===== src/rtl/core/tir_pkg.sv =====
// tir_pkg: shared types and constants for the tachometer interval-to-RPM block.
// Depends on nothing; imported by every module under rtl/core except tir_fifo.
`timescale 1ns / 1ps

package tir_pkg;

    localparam int          INTERVAL_BITS_DEF = 16;
    localparam int          TICKS_W           = 16;
    localparam int          TICK_US_W         = 8;
    localparam int          RPM_W             = 25;
    localparam int unsigned US_PER_SECOND     = 1000000;
    localparam int          QUOT_BITS         = $clog2(US_PER_SECOND + 1);
    localparam int          JOB_DEPTH         = 2;

    localparam logic [TICK_US_W-1:0] TICK_US_RESET = 8'd23;

    localparam logic CMD_CAPTURE = 1'b0;
    localparam logic CMD_REPORT  = 1'b1;

    typedef enum logic [1:0] {
        ST_OK    = 2'd0,
        ST_EMPTY = 2'd1,
        ST_ZERO  = 2'd2
    } status_t;

    typedef enum logic [1:0] {
        S_IDLE,
        S_MUL,
        S_DIV,
        S_FIN
    } back_state_t;

    typedef struct packed {
        logic               cmd;
        logic [TICKS_W-1:0] interval_ticks;
    } in_t;

    typedef struct packed {
        logic [RPM_W-1:0] rpm;
        status_t          status;
    } out_t;

endpackage


===== src/rtl/core/tachometer_interval_to_rpm.sv =====
// tachometer_interval_to_rpm: top level of the tach interval to RPM block.
// Depends on tir_pkg, tir_front, tir_fifo, tir_back.
`timescale 1ns / 1ps

// Channel | Direction | Payload          | Notes
// in      | sink      | tir_pkg::in_t    | cmd 0 capture interval, cmd 1 report
// out     | source    | tir_pkg::out_t   | one transaction per report
// cfg     | sink      | cfg_data[7:0]    | tick_us, always ready
//
// Captures update the min/max window in the front as they are accepted.
// A report's result passes through the job queue, the interval product, the restoring
// divide of one million (one quotient bit per cycle), then the scale by 60 and the
// load of the output register. Empty or zero reports skip the divide.
// Reset clears the window and sets tick_us to 23.
// in_ready drops only when the 2-deep job queue is full; out stalls hold the back.

module tachometer_interval_to_rpm #(
    parameter int INTERVAL_BITS = tir_pkg::INTERVAL_BITS_DEF
) (
    input  logic                          clk,
    input  logic                          rst_n,
    input  logic                          in_valid,
    output logic                          in_ready,
    input  tir_pkg::in_t                  in_item,
    output logic                          out_valid,
    input  logic                          out_ready,
    output tir_pkg::out_t                 out_item,
    input  logic                          cfg_valid,
    output logic                          cfg_ready,
    input  logic [tir_pkg::TICK_US_W-1:0] cfg_data
);

    import tir_pkg::*;

    localparam int JOB_W = INTERVAL_BITS + 1;

    logic [TICK_US_W-1:0] tick_us_reg, tick_us_next;

    // front -> queue
    logic             fq_valid, fq_ready;
    logic [JOB_W-1:0] fq_data;
    // queue -> back
    logic             qb_valid, qb_ready;
    logic [JOB_W-1:0] qb_data;

    // configuration: always ready; the sender writes only while no report is in flight
    assign cfg_ready    = 1'b1;
    assign tick_us_next = (cfg_valid && cfg_ready) ? cfg_data : tick_us_reg;

    always_ff @(posedge clk or negedge rst_n)
    begin
        if (!rst_n)
        begin
            tick_us_reg <= TICK_US_RESET;
        end
        else
        begin
            tick_us_reg <= tick_us_next;
        end
    end

    tir_front #(
        .INTERVAL_BITS(INTERVAL_BITS)
    ) u_front (
        .clk       (clk),
        .rst_n     (rst_n),
        .in_valid  (in_valid),
        .in_ready  (in_ready),
        .in_item   (in_item),
        .job_valid (fq_valid),
        .job_ready (fq_ready),
        .job_data  (fq_data)
    );

    tir_fifo #(
        .WIDTH(JOB_W),
        .DEPTH(JOB_DEPTH)
    ) u_fifo (
        .clk        (clk),
        .rst_n      (rst_n),
        .push_valid (fq_valid),
        .push_ready (fq_ready),
        .push_data  (fq_data),
        .pop_valid  (qb_valid),
        .pop_ready  (qb_ready),
        .pop_data   (qb_data)
    );

    tir_back #(
        .INTERVAL_BITS(INTERVAL_BITS)
    ) u_back (
        .clk       (clk),
        .rst_n     (rst_n),
        .tick_us   (tick_us_reg),
        .job_valid (qb_valid),
        .job_ready (qb_ready),
        .job_data  (qb_data),
        .out_valid (out_valid),
        .out_ready (out_ready),
        .out_item  (out_item)
    );

endmodule


===== src/rtl/core/tir_fifo.sv =====
// tir_fifo: small flop-based queue between front and back of the RPM block.
// Depends on nothing beyond its parameters.
`timescale 1ns / 1ps

module tir_fifo #(
    parameter int WIDTH = 17,
    parameter int DEPTH = 2
) (
    input  logic             clk,
    input  logic             rst_n,
    input  logic             push_valid,
    output logic             push_ready,
    input  logic [WIDTH-1:0] push_data,
    output logic             pop_valid,
    input  logic             pop_ready,
    output logic [WIDTH-1:0] pop_data
);

    localparam int PTR_W = (DEPTH > 1) ? $clog2(DEPTH) : 1;
    localparam int CNT_W = $clog2(DEPTH + 1);

    logic [WIDTH-1:0] mem [DEPTH];
    logic [PTR_W-1:0] wr_ptr_reg, wr_ptr_next;
    logic [PTR_W-1:0] rd_ptr_reg, rd_ptr_next;
    logic [CNT_W-1:0] count_reg, count_next;
    logic             push, pop;

    assign push_ready = (count_reg != CNT_W'(DEPTH));
    assign pop_valid  = (count_reg != '0);
    assign pop_data   = mem[rd_ptr_reg];
    assign push       = push_valid && push_ready;
    assign pop        = pop_valid && pop_ready;

    always_comb
    begin
        wr_ptr_next = wr_ptr_reg;
        rd_ptr_next = rd_ptr_reg;
        if (push)
        begin
            wr_ptr_next = (wr_ptr_reg == PTR_W'(DEPTH - 1)) ? '0 : wr_ptr_reg + 1'b1;
        end
        if (pop)
        begin
            rd_ptr_next = (rd_ptr_reg == PTR_W'(DEPTH - 1)) ? '0 : rd_ptr_reg + 1'b1;
        end
        count_next = count_reg + CNT_W'(push) - CNT_W'(pop);
    end

    always_ff @(posedge clk or negedge rst_n)
    begin
        if (!rst_n)
        begin
            wr_ptr_reg <= '0;
            rd_ptr_reg <= '0;
            count_reg  <= '0;
        end
        else
        begin
            wr_ptr_reg <= wr_ptr_next;
            rd_ptr_reg <= rd_ptr_next;
            count_reg  <= count_next;
        end
    end

    always_ff @(posedge clk)
    begin
        if (push)
        begin
            mem[wr_ptr_reg] <= push_data;
        end
    end

`ifndef SYNTH
    a_count_bound: assert property (@(posedge clk) disable iff (!rst_n)
        count_reg <= CNT_W'(DEPTH))
        else $error("fifo count above depth");

    a_count_track: assert property (@(posedge clk) disable iff (!rst_n)
        push && !pop |=> count_reg == $past(count_reg) + 1'b1)
        else $error("fifo count missed a push");

    a_count_pop: assert property (@(posedge clk) disable iff (!rst_n)
        pop && !push |=> count_reg == $past(count_reg) - 1'b1)
        else $error("fifo count missed a pop");
`endif

endmodule


===== src/rtl/core/tir_front.sv =====
// tir_front: takes input transactions, tracks the interval window and queues
// report jobs. Depends on tir_pkg.
`timescale 1ns / 1ps

module tir_front #(
    parameter int INTERVAL_BITS = tir_pkg::INTERVAL_BITS_DEF
) (
    input  logic                   clk,
    input  logic                   rst_n,
    input  logic                   in_valid,
    output logic                   in_ready,
    input  tir_pkg::in_t           in_item,
    output logic                   job_valid,
    input  logic                   job_ready,
    output logic [INTERVAL_BITS:0] job_data
);

    import tir_pkg::*;

    localparam int EXT_W = (INTERVAL_BITS > TICKS_W) ? INTERVAL_BITS : TICKS_W;

    logic [INTERVAL_BITS-1:0] longest_reg, longest_next;
    logic [INTERVAL_BITS-1:0] shortest_reg, shortest_next;
    logic [EXT_W-1:0]         ticks_ext;
    logic [INTERVAL_BITS-1:0] ticks;
    logic [INTERVAL_BITS:0]   sum;
    logic                     empty;
    logic                     accept;

    assign ticks_ext = EXT_W'(in_item.interval_ticks);
    assign ticks     = ticks_ext[INTERVAL_BITS-1:0];
    assign sum       = {1'b0, longest_reg} + {1'b0, shortest_reg};
    assign empty     = (longest_reg < shortest_reg);

    assign in_ready  = job_ready;
    assign accept    = in_valid && in_ready;
    assign job_valid = in_valid && (in_item.cmd == CMD_REPORT);
    // job: empty flag on top, average below
    assign job_data  = {empty, sum[INTERVAL_BITS:1]};

    always_comb
    begin
        longest_next  = longest_reg;
        shortest_next = shortest_reg;
        if (accept)
        begin
            if (in_item.cmd == CMD_REPORT)
            begin
                longest_next  = '0;
                shortest_next = '1;
            end
            else
            begin
                if (ticks > longest_reg)
                begin
                    longest_next = ticks;
                end
                if (ticks < shortest_reg)
                begin
                    shortest_next = ticks;
                end
            end
        end
    end

    always_ff @(posedge clk or negedge rst_n)
    begin
        if (!rst_n)
        begin
            longest_reg  <= '0;
            shortest_reg <= '1;
        end
        else
        begin
            longest_reg  <= longest_next;
            shortest_reg <= shortest_next;
        end
    end

endmodule


===== src/rtl/core/tir_back.sv =====
// tir_back: per-report arithmetic: revolution time product, serial divide of
// one million, times 60, output register. Depends on tir_pkg.
`timescale 1ns / 1ps

module tir_back #(
    parameter int INTERVAL_BITS = tir_pkg::INTERVAL_BITS_DEF
) (
    input  logic                          clk,
    input  logic                          rst_n,
    input  logic [tir_pkg::TICK_US_W-1:0] tick_us,
    input  logic                          job_valid,
    output logic                          job_ready,
    input  logic [INTERVAL_BITS:0]        job_data,
    output logic                          out_valid,
    input  logic                          out_ready,
    output tir_pkg::out_t                 out_item
);

    import tir_pkg::*;

    localparam int PROD_W = INTERVAL_BITS + TICK_US_W;
    localparam int REV_W  = PROD_W + 1;
    localparam int CMP_W  = (REV_W > QUOT_BITS + 1) ? REV_W : QUOT_BITS + 1;
    localparam int CNT_W  = $clog2(QUOT_BITS);

    back_state_t              state_reg, state_next;
    logic [INTERVAL_BITS-1:0] avg_reg, avg_next;
    logic                     empty_reg, empty_next;
    logic [REV_W-1:0]         rev_reg, rev_next;
    logic [QUOT_BITS-1:0]     rem_reg, rem_next;
    logic [QUOT_BITS-1:0]     dvd_reg, dvd_next;
    logic [QUOT_BITS-1:0]     quot_reg, quot_next;
    logic [CNT_W-1:0]         cnt_reg, cnt_next;
    status_t                  status_reg, status_next;
    logic                     out_valid_reg, out_valid_next;
    out_t                     out_reg, out_next;

    logic [PROD_W-1:0]        prod;
    logic [QUOT_BITS:0]       rem_shift;
    logic [CMP_W-1:0]         trial;
    logic [CMP_W-1:0]         divisor;
    logic [RPM_W-1:0]         rpm_val;
    logic                     slot_free;

    assign prod      = PROD_W'(avg_reg) * PROD_W'(tick_us);
    assign rem_shift = {rem_reg, dvd_reg[QUOT_BITS-1]};
    assign trial     = CMP_W'(rem_shift);
    assign divisor   = CMP_W'(rev_reg);
    // q * 60 = q * 64 - q * 4
    assign rpm_val   = (RPM_W'(quot_reg) << 6) - (RPM_W'(quot_reg) << 2);
    assign slot_free = !out_valid_reg || out_ready;

    assign job_ready = (state_reg == S_IDLE);
    assign out_valid = out_valid_reg;
    assign out_item  = out_reg;

    always_comb
    begin
        state_next     = state_reg;
        avg_next       = avg_reg;
        empty_next     = empty_reg;
        rev_next       = rev_reg;
        rem_next       = rem_reg;
        dvd_next       = dvd_reg;
        quot_next      = quot_reg;
        cnt_next       = cnt_reg;
        status_next    = status_reg;
        out_next       = out_reg;
        out_valid_next = out_valid_reg && !out_ready;

        case (state_reg)
            S_IDLE:
            begin
                if (job_valid)
                begin
                    avg_next   = job_data[INTERVAL_BITS-1:0];
                    empty_next = job_data[INTERVAL_BITS];
                    state_next = S_MUL;
                end
            end
            S_MUL:
            begin
                rev_next  = {prod, 1'b0};
                rem_next  = '0;
                dvd_next  = QUOT_BITS'(US_PER_SECOND);
                quot_next = '0;
                cnt_next  = '0;
                if (empty_reg)
                begin
                    status_next = ST_EMPTY;
                    state_next  = S_FIN;
                end
                else
                begin
                    status_next = ST_OK;
                    state_next  = S_DIV;
                end
            end
            S_DIV:
            begin
                if (rev_reg == '0)
                begin
                    status_next = ST_ZERO;
                    state_next  = S_FIN;
                end
                else
                begin
                    // restoring divide, one quotient bit per cycle, MSB first
                    dvd_next = dvd_reg << 1;
                    if (trial >= divisor)
                    begin
                        rem_next  = QUOT_BITS'(trial - divisor);
                        quot_next = {quot_reg[QUOT_BITS-2:0], 1'b1};
                    end
                    else
                    begin
                        rem_next  = rem_shift[QUOT_BITS-1:0];
                        quot_next = {quot_reg[QUOT_BITS-2:0], 1'b0};
                    end
                    cnt_next = cnt_reg + 1'b1;
                    if (cnt_reg == CNT_W'(QUOT_BITS - 1))
                    begin
                        state_next = S_FIN;
                    end
                end
            end
            S_FIN:
            begin
                if (slot_free)
                begin
                    out_next.rpm    = (status_reg == ST_OK) ? rpm_val : '0;
                    out_next.status = status_reg;
                    out_valid_next  = 1'b1;
                    state_next      = S_IDLE;
                end
            end
            default:
            begin
                state_next = S_IDLE;
            end
        endcase
    end

    always_ff @(posedge clk or negedge rst_n)
    begin
        if (!rst_n)
        begin
            state_reg     <= S_IDLE;
            out_valid_reg <= 1'b0;
        end
        else
        begin
            state_reg     <= state_next;
            out_valid_reg <= out_valid_next;
        end
    end

    always_ff @(posedge clk)
    begin
        avg_reg    <= avg_next;
        empty_reg  <= empty_next;
        rev_reg    <= rev_next;
        rem_reg    <= rem_next;
        dvd_reg    <= dvd_next;
        quot_reg   <= quot_next;
        cnt_reg    <= cnt_next;
        status_reg <= status_next;
        out_reg    <= out_next;
    end

`ifndef SYNTH
    a_err_rpm_zero: assert property (@(posedge clk) disable iff (!rst_n)
        out_valid_reg && (out_reg.status != ST_OK) |-> out_reg.rpm == '0)
        else $error("nonzero rpm on error status");

    a_rem_below_div: assert property (@(posedge clk) disable iff (!rst_n)
        (state_reg == S_DIV) && (rev_reg != '0) |-> rem_reg < rev_reg)
        else $error("divider remainder not below divisor");

    a_fin_writes: assert property (@(posedge clk) disable iff (!rst_n)
        (state_reg == S_FIN) && slot_free |=> out_valid_reg && (state_reg == S_IDLE))
        else $error("finished report not written to output");
`endif

endmodule

===== config.mk =====
export PLATFORM = sky130hd
export DESIGN_NAME = tachometer_interval_to_rpm
export DESIGN_NICKNAME = d
export VERILOG_FILES = /design/src/rtl/core/tir_pkg.sv /design/src/rtl/core/tachometer_interval_to_rpm.sv /design/src/rtl/core/tir_fifo.sv /design/src/rtl/core/tir_front.sv /design/src/rtl/core/tir_back.sv
export SDC_FILE = /design/constraint.sdc
export NUM_CORES = 1
export LEC_CHECK = 0
export BUFFER_PORTS_ARGS = -buffer_cell sky130_fd_sc_hd__buf_2
export CAP_MARGIN = 20
export CORE_MARGIN = 4
export CORE_UTILIZATION = 64
export DETAILED_ROUTE_END_ITERATION = 7
export PLACE_DENSITY = 0.79
export SLEW_MARGIN = 25
export SYNTH_ARGS = -nofsm -noshare
export SYNTH_HDL_FRONTEND = slang
export SYNTH_SLANG_ARGS = --single-unit
export TNS_END_PERCENT = 50

===== constraint.sdc =====
create_clock -name clk -period 7.1 [get_ports clk]
set_input_delay 0.355 -clock clk [delete_from_list [all_inputs] [get_ports clk]]
set_output_delay 0.355 -clock clk [all_outputs]
set_load 0.05 [all_outputs]

## After elaboration in Yosys (flattened, before gate mapping)

Memories as Yosys holds them, arrays and structs flattened. A register that Yosys moved wholly into a read port is not among the register bits.
Cells that the tools add are included.

| word-level totals | value |
|---|---|
| memories kept | 1 |
| logic and storage cells | 91 |
| output and inout port bits | 30 |
| bits of input ports | 30 |
| bits in registers | 165 |
| bits in writable memories | 34 |

| operators by class | value |
|---|---|
| order comparisons | 4 |
| eq/ne operators | 10 |
| mux-type cells | 29 |
| $mul | 1 |
| add/subtract/negate cells | 8 |
| reductions and logical operators | 22 |

Memories:

| memory | depth | bits a word | rd ports | clocked after memory_dff | write ports | RTL line | text |
|---|---|---|---|---|---|---|---|
| u_fifo.mem | 2 | 17 | 1 | 1 | 1 | tir_fifo.sv:22 | `logic [WIDTH-1:0] mem [DEPTH];` |

Operators by type and width:

| cell | count |
|---|---|
| case mux 20 bit (2 select lines) | 3 |
| 2-to-1 mux 20 bit | 4 |
| 2-to-1 mux 16 bit | 4 |
| < comparator 16 bit | 2 |
| >= comparator 21 x 25 -> 1 bit | 1 |
| zero test 25 bit | 1 |
| subtractor 25 x 22 -> 25 bit | 1 |
| multiplier 16 x 8 -> 24 bit | 1 |
| subtractor 20 bit | 1 |
| adder 16 x 16 -> 17 bit | 1 |
| > comparator 16 bit | 1 |
| AND reduction 2 bit | 6 |
| 2-to-1 mux 2 bit | 5 |
| case mux 5 bit (2 select lines) | 1 |
| 2-to-1 mux 1 bit | 9 |
| case mux 2 bit (4 select lines) | 1 |
| nonzero test 2 bit | 4 |
| != test 2 x 1 -> 1 bit (second input constant) | 3 |
| adder 5 x 1 -> 5 bit (second input constant) | 1 |
| equality test 5 bit (second input constant) | 1 |
| logical AND 1 bit | 5 |
| 2-to-1 mux 5 bit | 1 |
| equality test 2 bit (second input constant) | 2 |
| zero test 2 bit | 2 |
| 10 further kinds | 13 |

## Depth between registers and ports, before layout

| logic depth | value |
|---|---|
| depth in word-level cells | 4 |
| gate-level depth with buffers | 19 |
| depth with buffers taken out | 18 |

## By module

A second synthesis with hierarchy kept.

| unflattened totals | value |
|---|---|
| cells, all modules | 1464 |
| area total of the unflattened synthesis | 15748.9 µm² |

Modules (own cells, without submodules):

| module | cells an instance | times used | area an instance (µm²) | sequential area each (µm²) |
|---|---|---|---|---|
| tir_back | 1038 | 1 | 10872.9 | 3888.7 |
| tir_front | 332 | 1 | 3080.5 | 820.8 |
| tir_fifo | 75 | 1 | 1447.6 | 1121.1 |
| tachometer_interval_to_rpm | 19 | 1 | 347.8 | 205.2 |

## Worst setup path before layout

Ideal clock, no wire load.

| timing path | value |
|---|---|
| path type | flip-flop to flip-flop |
| start | register u_back.state_reg[1] |
| end | register u_back.cnt_reg[0] (enable) |
| setup time | 0.566 ns |
| stages on the path, launching flop included | 5 |
| clock period less this slack | 6.144 ns |
| setup slack | 0.956 ns |
| required time | 6.534 ns |
| path buffers | 0 |
| arrival | 5.579 ns |
| cell sequence | dfrtp_1 > inv_1 > ha_1 > inv_1 > a21boi_0 |

| between the ends | value |
|---|---|
| longest elaborated chain between the ends | 3 |
| elaborated cells between the ends (all ways) | 5 |
| those cells by class | eq/ne (3); reduce/logical (2) |

Ends and longest elaborated chain:

| item | RTL line | text |
|---|---|---|
| start, declared | tir_back.sv:26 | `back_state_t state_reg, state_next;` |
| start signal, assigned | tir_back.sv:153 | `state_reg <= state_next;` |
| equality test 2 bit or equality test 2 x 1 -> 1 bit (tied branches) | tir_back.sv:71 | `case (state_reg)` |
| != test 2 bit (no source line) or nonzero test 2 bit (tied branches) | n/a |  |
| AND reduction 2 bit (no source line) * | n/a |  |
| end signal, assigned | tir_back.sv:166 | `cnt_reg <= cnt_next;` |
| end, declared | tir_back.sv:33 | `logic [CNT_W-1:0] cnt_reg, cnt_next;` |

Every way passes the cells marked *; elsewhere a longest branch is shown, timed or not.
A chain may end at the register's enable or synchronous reset.

## Worst setup path in the final report

| timing path | value |
|---|---|
| start | register tick_us_reg[3] |
| end | register u_back.rev_reg[22] (netlist: u_back.divisor[22]), data pin |

| between the ends | value |
|---|---|
| longest elaborated chain between the ends | 1 |

Ends and longest elaborated chain:

| item | RTL line | text |
|---|---|---|
| start, declared | tachometer_interval_to_rpm.sv:37 | `logic [TICK_US_W-1:0] tick_us_reg, tick_us_next;` |
| start signal, assigned | tachometer_interval_to_rpm.sv:58 | `tick_us_reg <= tick_us_next;` |
| multiplier 16 x 8 -> 24 bit | tir_back.sv:45 | `assign prod = PROD_W'(avg_reg) * PROD_W'(tick_us);` |
| net u_back.prod[21] | tir_back.sv:38 | `logic [PROD_W-1:0] prod;` |
| end signal, assigned | tir_back.sv:162 | `rev_reg <= rev_next;` |
| end, declared | tir_back.sv:29 | `logic [REV_W-1:0] rev_reg, rev_next;` |

The timed path passes the listed nets, and every way through them passes these cells.

==> flow_summary.ini <==
[synthesis]
async_flop_share_pct = 22.6
ys_seq_area_share_pct = 38.6
yosys-top-cells-count = inv_1, edfxtp_1, ha_1, and2_1, nor2_1
yosysUniqueCellTypes = 73
synth.top_cell.area_share_pct = 30.9
synthFlopType = edfxtp_1
synth.largest_area_cell = edfxtp_1
syn_area_um2 = 15600
syn_inst = 1482
yosysMostFrequentCell = inv_1
synth_edf_count = 161
synth_area_leaders = edfxtp_1, ha_1, fa_1
synth_seq_cells = 208
syn_avg_cell_area_um2 = 10.5
synth_warnings = 0

[setup_path]
path_cells = nand2_1 > fa_1 > fa_1 > inv_1 > fa_1 > inv_1 > fa_1 > inv_1 > ha_1 > a21oi_2 > nor4b_4 > o2bb2ai_2 > o21ai_2 > o41a_1 > a211o_1 > a21oi_2 > xnor2_1
cp.required_ns = 7.37
path_max_fanout = 17
reg2reg_slack_ns = 1.80
crit_end = u_back.divisor[22]
crit_type = reg -> reg
slowest_stage = dfrtp_1
crit_path_start = tick_us_reg[3]
critPathBufInv = 3
worstReg2RegStart = tick_us_reg[3]
critical_path.top_delay_family = adder cells
critPathLaunchType = flip-flop
ff2ff_path_depth = 17
endpoint_kind = flip-flop
cpMostUsedCell = fa_1
path_depth = 17
max_stage_delay_ns = 0.72
arrival_ns = 5.58
rr_endpoint = u_back.divisor[22]

[sta]
fin_crit_ns = 5.30
finClkSkew_ns = 0.00838
slew_violations = 0
relSlewSlack_pct = 35.0
rsz0062_at_grt = no
tightest_slew_ns = 0.971
setup_viol = 0
layout_setup_ws_ns = 1.80
hold_viol = 0
max_freq_ghz = 0.189
timing.setup.tns_ns = 0
period_share_pct = 74.7

[placed_design]
dpl.hpwl_mm = 23.6
place.gp.congestion = 0.880
place_ws_ns = 1.83
io_buffers = 56

[worst_hold_path]
hold_class = in -> reg

[clock_network]
cts_tree = done
cts_root_buffer = clkbuf_16
htree_levels = 1
clkLatencyLatePin_ns = 0.52
cts.clk_slew.worst_paths_ns = 0.06
cts_resized = 0
cts_sinks = 208
clockBufferDepth = 3
cts_buffers = 23

[layout]
final_nets = 1805
top_register = u_fifo.mem
drive_above_1_share_pct = 10.7
largest_register_ffs = 34
synthToLayoutAreaGrowth_pct = 8.60
diodes = 0

[floorplan]
num_rows = 56
die_x_um = 164
core_area_um2 = 23800
dieArea_um2 = 27000
io_pins = 60
die_y_um = 164
start_util_pct = 65.8

[grt]
grt_usage_pct = 24.1
grt-ovfl-total = 0
grt_antenna_before_repair = 0
grt_pass1_vias = 11000
grt_max_degree = 48
grt_first_pass_wirelength_mm = 53.4

[routing]
ant_nets = 0
drcViolationCount = 0
drt_iter0_drc = 580
drtPass1Iterations = 5
wl_mm = 31.4
via_per_inst = 5.71
route.vias.total = 10700
wl_per_cell_um = 16.7

[status]
status = complete, no violations

[job]
drv_cap = 0
==> how the worst min path moves through the flow <==
stage	from	to	depth (start not counted)
finish	cfg_data[0]	tick_us_reg[0]	2
global route	cfg_data[0]	tick_us_reg[0]	2
detailed placement	u_back.dvd_reg[17]	u_back.dvd_reg[18]	1
floorplan	rst_n	tick_us_reg[3]	0
CTS	cfg_data[0]	tick_us_reg[0]	2
global placement	u_back.dvd_reg[8]	u_back.dvd_reg[9]	1
==> through the flow <==
stage	cell area (um2)	std cells	util [%]	hold WS [ns]
after detailed placement	16200	1833	68.4	0.484
final	17000	1876	71.5	0.0711
after floorplan	15600	1483	-	0.0594
after global routing	17000	1876	71.5	0.0718
after CTS	17000	1876	71.5	0.0567
after global placement	16200	1833	68.4	0.485
==> cells in the final DEF (no fill, tap or decap), types with 27 or more instances in the layout <==
| cell type | instances |
|---|---|
| inv_1 | 205 |
| fa_1 | 86 |
| xnor2_1 | 46 |
| nor2_1 | 104 |
| and2_1 | 111 |
| ha_1 | 149 |
| a21o_1 | 29 |
| nand2_1 | 77 |
| xor2_1 | 29 |
| buf_2 | 56 |
| a21oi_1 | 81 |
| edfxtp_1 | 161 |
| dfrtp_1 | 27 |
| o21ai_0 | 28 |
==> logic make-up after synthesis <==
group	count (synthesis)	share of synthesized area, %
AO/OA/AOI/OAI	259	11.3
XOR/XNOR	75	4.20
AND/OR/NAND/NOR	423	14.1
multiplexers	43	2.95
buffers and inverters	237	5.86
flip-flops	208	38.6
other	2	0.0480
adder cells (fa/ha/maj)	235	22.9
==> worst reg2reg max path, stage by stage, from the launching register on <==
cell and delay (ns):
dfrtp_1 0.72, nand2_1 0.16, fa_1 0.51, fa_1 0.50, inv_1 0.06, fa_1 0.52, inv_1 0.05, fa_1 0.52
inv_1 0.04, ha_1 0.37, a21oi_2 0.19, nor4b_4 0.23, o2bb2ai_2 0.17, o21ai_2 0.10, o41a_1 0.39, a211o_1 0.30
a21oi_2 0.16, xnor2_1 0.08
==> per-layer routing <==
metal,vias up,part of all wire [%],track usage (%)
li1,5188,-,-
met1,5234,45,33.5
met2,250,49,41.1
met3,44,4.4,3.19
met4,0,1.7,4.96
met5,-,0,0
==> repair_timing <==
action / CTS / global route
hold endpoints to repair: 27 / 0
setup buffers: 0 / 0
hold buffers: 1 / 0
==> cell type report <==
| type | instances | area [um2] |
|---|---|---|
| clock buffers | 35 | 681 |
| clock inverters | 7 | 48.8 |
| fillers | 1746 | 6780 |
| inverters | 205 | 769 |
| multi-input cells | 1038 | 8700 |
| flip-flops and latches | 208 | 6040 |
| well taps | 319 | 399 |
| repair buffers | 64 | 343 |
Power is not shown: default switching activity piles up to over one toggle a cycle in this logic, so the estimate is an artifact.
